$ cat config.mk
export PLATFORM = sky130hd
export DESIGN_NAME = weight_quantize_nearest_unit_flat
export DESIGN_NICKNAME = d
export VERILOG_FILES = /design/src/hw/rtl/wqn_pkg.sv /design/src/hw/rtl/wqn_intf.sv /design/src/hw/rtl/wqn_div_cell.sv /design/src/hw/rtl/wqn_round_cell.sv /design/src/hw/rtl/wqn_out_stage.sv /design/src/hw/rtl/weight_quantize_nearest_unit.sv /design/src/flat_wrapper.sv
export SDC_FILE = /design/constraint.sdc
export NUM_CORES = 2
export LEC_CHECK = 0
export BUFFER_PORTS_ARGS = -buffer_cell sky130_fd_sc_hd__buf_2
export CAP_MARGIN = 30
export CORE_ASPECT_RATIO = 2
export CORE_UTILIZATION = 30
export CTS_CLUSTER_SIZE = 40
export DETAILED_ROUTE_END_ITERATION = 10
export PLACE_DENSITY = 0.49
export SYNTH_ARGS = -nofsm -noshare
export SYNTH_HDL_FRONTEND = slang
export SYNTH_HIERARCHICAL = 1
export SYNTH_SLANG_ARGS = --single-unit
$ cat constraint.sdc
create_clock -name clk_i -period 17.6 [get_ports clk_i]
set_input_delay 0.88 -clock clk_i [delete_from_list [all_inputs] [get_ports clk_i]]
set_output_delay 0.88 -clock clk_i [all_outputs]
set_load 0.05 [all_outputs]
$ cat src/hw/rtl/wqn_pkg.sv
package wqn_pkg;

  localparam int unsigned WORD_BITS   = 32;
  localparam int unsigned STATUS_BITS = 2;

  typedef enum logic [STATUS_BITS-1:0] {
    STATUS_OK       = 2'd0,
    STATUS_ZERO_DIV = 2'd1,
    STATUS_RANGE    = 2'd2
  } status_e;

  typedef struct packed {
    logic neg;
    logic round_up;
    logic zero_div;
  } flags_t;

endpackage

$ cat src/hw/rtl/wqn_intf.sv
interface wqn_weight_if;
  logic                                valid;
  logic                                ready;
  logic signed [wqn_pkg::WORD_BITS-1:0] raw_weight;

  modport source (output valid, output raw_weight, input ready);
  modport sink   (input valid, input raw_weight, output ready);
endinterface

interface wqn_result_if;
  logic                                  valid;
  logic                                  ready;
  logic signed [wqn_pkg::WORD_BITS-1:0]   quantized_weight;
  logic        [wqn_pkg::STATUS_BITS-1:0] status;

  modport source (output valid, output quantized_weight, output status, input ready);
  modport sink   (input valid, input quantized_weight, input status, output ready);
endinterface

$ cat src/hw/rtl/wqn_div_cell.sv
module wqn_div_cell #(
  parameter int unsigned WB      = 32,
  parameter int unsigned BIT_IDX = 31
) (
  input  logic                          clk_i,
  input  logic                          rst_ni,
  input  logic [wqn_pkg::WORD_BITS-1:0] div_i,
  input  logic                          valid_i,
  output logic                          ready_o,
  input  logic [WB-1:0]                 mag_i,
  input  logic [wqn_pkg::WORD_BITS-1:0] rem_i,
  input  logic                          neg_i,
  output logic                          valid_o,
  input  logic                          ready_i,
  output logic [WB-1:0]                 mag_o,
  output logic [wqn_pkg::WORD_BITS-1:0] rem_o,
  output logic                          neg_o
);

  logic                          valid_q;
  logic [WB-1:0]                 mag_q;
  logic [wqn_pkg::WORD_BITS-1:0] rem_q, rem_d;
  logic                          neg_q;
  logic [wqn_pkg::WORD_BITS:0]   trial;
  logic [wqn_pkg::WORD_BITS:0]   diff;
  logic                          fits;

  assign ready_o = !valid_q || ready_i;

  // one restoring step: bring down the next dividend bit, subtract when it fits
  always_comb begin
    trial = {rem_i, mag_i[BIT_IDX]};
    diff  = trial - {1'b0, div_i};
    fits  = trial >= {1'b0, div_i};
    rem_d = fits ? diff[wqn_pkg::WORD_BITS-1:0] : trial[wqn_pkg::WORD_BITS-1:0];
  end

  always_ff @(posedge clk_i or negedge rst_ni) begin
    if (!rst_ni) begin
      valid_q <= 1'b0;
    end else if (ready_o) begin
      valid_q <= valid_i;
    end
  end

  always_ff @(posedge clk_i) begin
    if (valid_i && ready_o) begin
      mag_q <= mag_i;
      rem_q <= rem_d;
      neg_q <= neg_i;
    end
  end

  assign valid_o = valid_q;
  assign mag_o   = mag_q;
  assign rem_o   = rem_q;
  assign neg_o   = neg_q;

endmodule

$ cat src/hw/rtl/wqn_round_cell.sv
module wqn_round_cell #(
  parameter int unsigned WB = 32
) (
  input  logic                          clk_i,
  input  logic                          rst_ni,
  input  logic [wqn_pkg::WORD_BITS-1:0] div_i,
  input  logic                          valid_i,
  output logic                          ready_o,
  input  logic [WB-1:0]                 mag_i,
  input  logic [wqn_pkg::WORD_BITS-1:0] rem_i,
  input  logic                          neg_i,
  output logic                          valid_o,
  input  logic                          ready_i,
  output logic [WB-1:0]                 base_o,
  output wqn_pkg::flags_t               flags_o
);

  logic            valid_q;
  logic [WB-1:0]   base_q, base_d;
  wqn_pkg::flags_t flags_q, flags_d;

  assign ready_o = !valid_q || ready_i;

  // floor multiple is the magnitude minus the remainder; round outward at half or more
  always_comb begin
    base_d           = mag_i - rem_i[WB-1:0];
    flags_d.neg      = neg_i;
    flags_d.round_up = (rem_i != '0) && ({rem_i, 1'b0} >= {1'b0, div_i});
    flags_d.zero_div = (div_i == '0);
  end

  always_ff @(posedge clk_i or negedge rst_ni) begin
    if (!rst_ni) begin
      valid_q <= 1'b0;
    end else if (ready_o) begin
      valid_q <= valid_i;
    end
  end

  always_ff @(posedge clk_i) begin
    if (valid_i && ready_o) begin
      base_q  <= base_d;
      flags_q <= flags_d;
    end
  end

  assign valid_o = valid_q;
  assign base_o  = base_q;
  assign flags_o = flags_q;

endmodule

$ cat src/hw/rtl/wqn_out_stage.sv
module wqn_out_stage #(
  parameter int unsigned WB = 32
) (
  input  logic                          clk_i,
  input  logic                          rst_ni,
  input  logic [wqn_pkg::WORD_BITS-1:0] div_i,
  input  logic                          valid_i,
  output logic                          ready_o,
  input  logic [WB-1:0]                 base_i,
  input  wqn_pkg::flags_t               flags_i,
  wqn_result_if.source                  result_o
);

  localparam int unsigned PW = wqn_pkg::WORD_BITS + 1;
  localparam logic [PW-1:0] SIGN_LIM = PW'(1) << (WB - 1);

  logic                           valid_q;
  logic [wqn_pkg::WORD_BITS-1:0]  value_q, value_d;
  wqn_pkg::status_e               status_q, status_d;
  logic [PW-1:0]                  prod;
  logic [PW-1:0]                  prod_neg;
  logic                           over;

  assign ready_o = !valid_q || result_o.ready;

  always_comb begin
    prod     = PW'(base_i) + (flags_i.round_up ? {1'b0, div_i} : '0);
    prod_neg = '0 - prod;
    over     = prod > (flags_i.neg ? SIGN_LIM : SIGN_LIM - PW'(1));
    if (flags_i.zero_div) begin
      status_d = wqn_pkg::STATUS_ZERO_DIV;
      value_d  = '0;
    end else if (over) begin
      status_d = wqn_pkg::STATUS_RANGE;
      value_d  = '0;
    end else begin
      status_d = wqn_pkg::STATUS_OK;
      value_d  = flags_i.neg ? prod_neg[wqn_pkg::WORD_BITS-1:0]
                             : prod[wqn_pkg::WORD_BITS-1:0];
    end
  end

  always_ff @(posedge clk_i or negedge rst_ni) begin
    if (!rst_ni) begin
      valid_q <= 1'b0;
    end else if (ready_o) begin
      valid_q <= valid_i;
    end
  end

  always_ff @(posedge clk_i) begin
    if (valid_i && ready_o) begin
      value_q  <= value_d;
      status_q <= status_d;
    end
  end

  assign result_o.valid            = valid_q;
  assign result_o.quantized_weight = value_q;
  assign result_o.status           = status_q;

endmodule

$ cat src/hw/rtl/weight_quantize_nearest_unit.sv
// Snaps each signed weight word to the nearest multiple of the scale division,
// rounding half away from zero.
// Channels: weight_i (sink) carries raw_weight; result_o (source) carries
// quantized_weight and status (ok, zero division, out of range). Both use
// valid/ready; a word moves on a clock edge with both high.
// Configuration: cfg_we_i writes cfg_wdata_i into the scale division; write
// only while no word is in flight.
// Pipeline: one restoring divider cell per magnitude bit, one rounding cell and
// one output register.
// Throughput: one word per cycle unless stalled; every cell has its own valid
// bit and takes a new word whenever it is empty or its neighbor takes its word.
// Stall: a held result backs up cell by cell; empty cells keep filling, and
// weight_i.ready drops only once the first cell is full and blocked.
// Reset: all cells empty, scale division set to 1.
module weight_quantize_nearest_unit #(
  parameter int unsigned WEIGHT_BITS = 32
) (
  input  logic                          clk_i,
  input  logic                          rst_ni,
  input  logic                          cfg_we_i,
  input  logic [wqn_pkg::WORD_BITS-1:0] cfg_wdata_i,
  wqn_weight_if.sink                    weight_i,
  wqn_result_if.source                  result_o
);

  localparam int unsigned WB = WEIGHT_BITS;

  logic [wqn_pkg::WORD_BITS-1:0] scale_division_q;

  logic                          vld [WB+1];
  logic                          rdy [WB+1];
  logic [WB-1:0]                 mag [WB+1];
  logic [wqn_pkg::WORD_BITS-1:0] rem [WB+1];
  logic                          neg [WB+1];

  logic [WB-1:0]                 x_in;
  logic                          rnd_valid;
  logic                          out_ready;
  logic [WB-1:0]                 rnd_base;
  wqn_pkg::flags_t               rnd_flags;

  always_ff @(posedge clk_i or negedge rst_ni) begin
    if (!rst_ni) begin
      scale_division_q <= wqn_pkg::WORD_BITS'(1);
    end else if (cfg_we_i) begin
      scale_division_q <= cfg_wdata_i;
    end
  end

  // take magnitude and sign of the low weight bits
  assign x_in           = weight_i.raw_weight[WB-1:0];
  assign vld[0]         = weight_i.valid;
  assign neg[0]         = x_in[WB-1];
  assign mag[0]         = x_in[WB-1] ? ('0 - x_in) : x_in;
  assign rem[0]         = '0;
  assign weight_i.ready = rdy[0];

  for (genvar k = 0; k < WB; k++) begin : g_cell
    wqn_div_cell #(
      .WB      (WB),
      .BIT_IDX (WB - 1 - k)
    ) u_cell (
      .clk_i   (clk_i),
      .rst_ni  (rst_ni),
      .div_i   (scale_division_q),
      .valid_i (vld[k]),
      .ready_o (rdy[k]),
      .mag_i   (mag[k]),
      .rem_i   (rem[k]),
      .neg_i   (neg[k]),
      .valid_o (vld[k+1]),
      .ready_i (rdy[k+1]),
      .mag_o   (mag[k+1]),
      .rem_o   (rem[k+1]),
      .neg_o   (neg[k+1])
    );
  end

  wqn_round_cell #(
    .WB (WB)
  ) u_round (
    .clk_i   (clk_i),
    .rst_ni  (rst_ni),
    .div_i   (scale_division_q),
    .valid_i (vld[WB]),
    .ready_o (rdy[WB]),
    .mag_i   (mag[WB]),
    .rem_i   (rem[WB]),
    .neg_i   (neg[WB]),
    .valid_o (rnd_valid),
    .ready_i (out_ready),
    .base_o  (rnd_base),
    .flags_o (rnd_flags)
  );

  wqn_out_stage #(
    .WB (WB)
  ) u_out (
    .clk_i    (clk_i),
    .rst_ni   (rst_ni),
    .div_i    (scale_division_q),
    .valid_i  (rnd_valid),
    .ready_o  (out_ready),
    .base_i   (rnd_base),
    .flags_i  (rnd_flags),
    .result_o (result_o)
  );

endmodule

$ cat src/flat_wrapper.sv
// flat-port wrapper written by rule: the top's interface ports become plain ports
module weight_quantize_nearest_unit_flat 
#(
  parameter int unsigned WEIGHT_BITS = 32
)
  (clk_i, rst_ni, cfg_we_i, cfg_wdata_i, weight_i_valid, weight_i_raw_weight, weight_i_ready, result_o_valid, result_o_quantized_weight, result_o_status, result_o_ready);
  wqn_weight_if weight_i_i ();
  wqn_result_if result_o_i ();
  input  logic clk_i;
  input  logic rst_ni;
  input  logic cfg_we_i;
  input  logic [wqn_pkg::WORD_BITS-1:0] cfg_wdata_i;
  input wire logic [$bits(weight_i_i.valid)-1:0] weight_i_valid;
  input wire logic [$bits(weight_i_i.raw_weight)-1:0] weight_i_raw_weight;
  output wire logic [$bits(weight_i_i.ready)-1:0] weight_i_ready;
  output wire logic [$bits(result_o_i.valid)-1:0] result_o_valid;
  output wire logic [$bits(result_o_i.quantized_weight)-1:0] result_o_quantized_weight;
  output wire logic [$bits(result_o_i.status)-1:0] result_o_status;
  input wire logic [$bits(result_o_i.ready)-1:0] result_o_ready;
  assign weight_i_i.valid = weight_i_valid;
  assign weight_i_i.raw_weight = weight_i_raw_weight;
  assign weight_i_ready = weight_i_i.ready;
  assign result_o_valid = result_o_i.valid;
  assign result_o_quantized_weight = result_o_i.quantized_weight;
  assign result_o_status = result_o_i.status;
  assign result_o_i.ready = result_o_ready;
  weight_quantize_nearest_unit #(.WEIGHT_BITS(WEIGHT_BITS)) u_core (.clk_i(clk_i), .rst_ni(rst_ni), .cfg_we_i(cfg_we_i), .cfg_wdata_i(cfg_wdata_i), .weight_i(weight_i_i), .result_o(result_o_i));
endmodule
==> results.py <==
metrics = {
    "global_routing": {
        "overflow": 0,
        "grt_usage": 0.2063,
        "grt_pass1_wl_mm": 759.7,
        "grt_pass1_vias": 114806,
        "grt_antenna_before_repair": 44,
        "grt_max_degree": 66,
    },
    "sta": {
        "rsz0062_at_grt": "false",
        "fin_crit_ps": 8505,
        "timing.fmax_mhz": 117.6,
        "drv_slew": 0,
        "finalHoldViolCount": 0,
        "fin_crit_sh": 0.4832,
        "setup_slack_ps": 9095,
        "slew-limit-headroom": 0.2955,
        "skew_ps": 159.0,
        "finalSetupViolations": 0,
        "tns_ps": 0,
        "tightest_slew_ps": 1050,
    },
    "critical_path": {
        "cp_max_fo": 3,
        "slowest_stage": "dfrtp_1",
        "slowest_delay_ps": 340,
        "crit_arrival_ps": 7630,
        "cp.required_ps": 16720,
        "critPathLaunchType": "register",
        "path_class": "reg -> out",
        "worst_path_most_repeated_cell": "nand2b_1",
        "crit_path_end_kind": "primary output",
    },
    "clock_tree": {
        "postCtsResizedCells": 0,
        "clk_path_buf_depth": 4,
        "ctsHoldBuffers": 1,
        "cts_setup_buffers": 0,
        "htreeDepth": 4,
        "cts_tree": "yes",
        "numCtsBuffers": 233,
        "path_clk_slew_ps": 60,
        "cts-root-buf": "clkbuf_16",
        "clock-sinks": 2215,
        "clk_latency_ps": 980,
    },
    "job": {
        "drv_cap": 0,
    },
    "logic_synthesis": {
        "ys_seq_area_frac": 0.4408,
        "synth.distinct_cells": 117,
        "syn_inst": 14004,
        "mappedNetlistArea_mm2": 0.1501,
        "synth_edf_count": 2149,
        "ys_warn_count": 6,
        "synthFlopType": "edfxtp_1",
        "syn_area_per_cell_um2": 10.72,
        "synth_seq_cells": 2215,
        "async_reset_ff_frac": 0.02980,
    },
    "power": {
        "cellInternalPower_mw": 19.71,
        "p_per_area_mw_per_mm2": 215.6,
        "p_comb_frac": 0.590,
        "power_frac_clock": 0.141,
        "power.switching_mw": 16.19,
        "switching_share": 0.4510,
        "p_leak_nw": 67.05,
        "vdd.ir_drop.worst_mv": 0.1040,
        "p_seq_frac": 0.270,
    },
    "routing": {
        "finalWirelength_mm": 531.6,
        "post_drt_wl_per_cell_um": 25.06,
        "ant_nets": 0,
        "drc": 0,
        "drt-initial-drc-count": 5921,
        "num_vias": 110421,
        "first_pass_iters": 6,
        "routed_via_density": 5.206,
    },
    "outcome": {
        "status": "completed",
    },
    "place": {
        "io_buffers": 104,
        "place_area_mm2": 0.1584,
        "routabilityCongestion": 0.9411,
        "hpwl_mm": 415.4,
        "dp.cells": 20607,
        "pre_cts_ws_ps": 9319,
    },
    "die": {
        "die_area_mm2": 0.5035,
        "die_x_um": 502.2,
        "rows": 367,
        "io_pins": 105,
        "fp.dieH_mm": 1.002,
        "initial_core_util": 0.3011,
        "coreArea_mm2": 0.4987,
    },
    "final_layout": {
        "area_growth_pct": 10.91,
        "nets": 15461,
        "fin_area_mm2": 0.1665,
        "layout_common_cells": "edfxtp_1 (2149), inv_1 (1454), ha_1 (1152)",
        "finalNonFillerCells": 21209,
        "drive_above_1_share": 0.09490,
        "final_common_cell": "edfxtp_1",
    },
    "hold_path": {
        "hold_path.class": "in -> reg",
    },
}
synthesized netlist by cell type, types with 146 or more instances:
cell type	n	area, µm²
a211oi_1	165	1239
a21o_1	449	3371
a21oi_1	1074	5375
and2_1	161	1007
and3_1	146	913.4
edfxtp_1	2149	64530
ha_1	1152	14410
inv_1	1454	5458
mux2_1	462	5202
nand2_1	805	3022
nand2b_1	264	1652
nand3_1	320	1602
nand4_1	197	1232
nor2_1	652	2447
o211ai_1	160	1201
o21a_1	200	1501
o21ai_0	416	2082
o21ai_1	233	1166
xnor2_1	698	6113
xor2_1	231	2023
state kept, by name (all words and copies together) (netlist names):
register and cells:
u_core/g_cell.u_cell/rem_o 1024, u_core/u_out/result_o.quantized_weight 32, u_core/g_cell.u_cell/neg_o 32, u_core/g_cell.u_cell/mag_o 1024, u_core/u_out/result_o.valid 1, u_core/u_round/flags_o 3
u_core/u_out/result_o.status 2, u_core/u_round/base_o 32, u_core/g_cell.u_cell/valid_o 32, u_core/scale_division_q 32, u_core/u_round/valid_o 1
critical path: cells and delay by family, from the launching register on:
family / cells / cell delay [ps]
and+or+nand+nor: 34 / 6120
DFF: 1 / 340
buffers and inverters: 1 / 230
final timing paths:
kind / slack, ps / to / from / depth (start not counted)
max: 9090 / weight_i_ready / u_core/u_out/result_o.valid / 35
min: 130 / u_core/g_cell[0].u_cell/valid_o / weight_i_valid / 2
max reg2reg: 10060 / u_core/g_cell[0].u_cell/rem_o[31] / u_core/u_out/result_o.valid / 36
min reg2reg: 350 / u_core/g_cell[30].u_cell/mag_o[26] / u_core/g_cell[29].u_cell/mag_o[26] / 0
max in group asynchronous: 16000 / u_core/g_cell[16].u_cell/valid_o / rst_ni / 4
min in group asynchronous: 500 / u_core/scale_division_q[8] / rst_ni / 2
per-stage QoR:
stage               hold WS, ps  power [mW]    util
floorplan                 400.3       24.50       -
global placement          400.6       30.50  0.3165
detailed placement        404.5       30.69  0.3176
CTS                       45.56       35.95  0.3328
global route              86.82       38.00  0.3338
finish                    132.4       35.90  0.3339
cell type report:
class                      count  area (µm²)
fill                       50807      332200
multi-input combinational  10038       76330
sequential                  2215       66230
tap                         6642        8310
clock buffer                 280        6100
inverter                    1455        5461
timing repair buffer         263        2161
clock inverter               143        1501
antenna                      173       432.9
cells by family after synthesis:
logic type	Yosys count	synth area share
multiplexers	757	0.05916
AO/OA/AOI/OAI	3955	0.1847
flip-flops	2215	0.4408
adder cells (fa/ha/maj)	1186	0.1005
AND/OR/NAND/NOR	3144	0.1071
buffers and inverters	1815	0.05324
XOR/XNOR	931	0.05441
other	1	0.00002498
power groups by stage:
stage	clock (mW)	sequential [mW]	combinational, mW
CTS	5.22	9.67	21.1
global route	5.37	9.75	22.9
finish	5.05	9.68	21.2
global placement	0	9.77	20.7
detailed placement	0	9.76	20.9
floorplan	0	9.06	15.4
per-layer routing:
layer,up-vias,wire length (µm),track usage
met2,2597,296000,0.4110
met5,-,111,0
li1,52495,-,-
met4,18,59490,0.1997
met3,1528,17420,0.02645
met1,53783,158500,0.1671
Note: power is estimated with default switching activity, not from simulation.
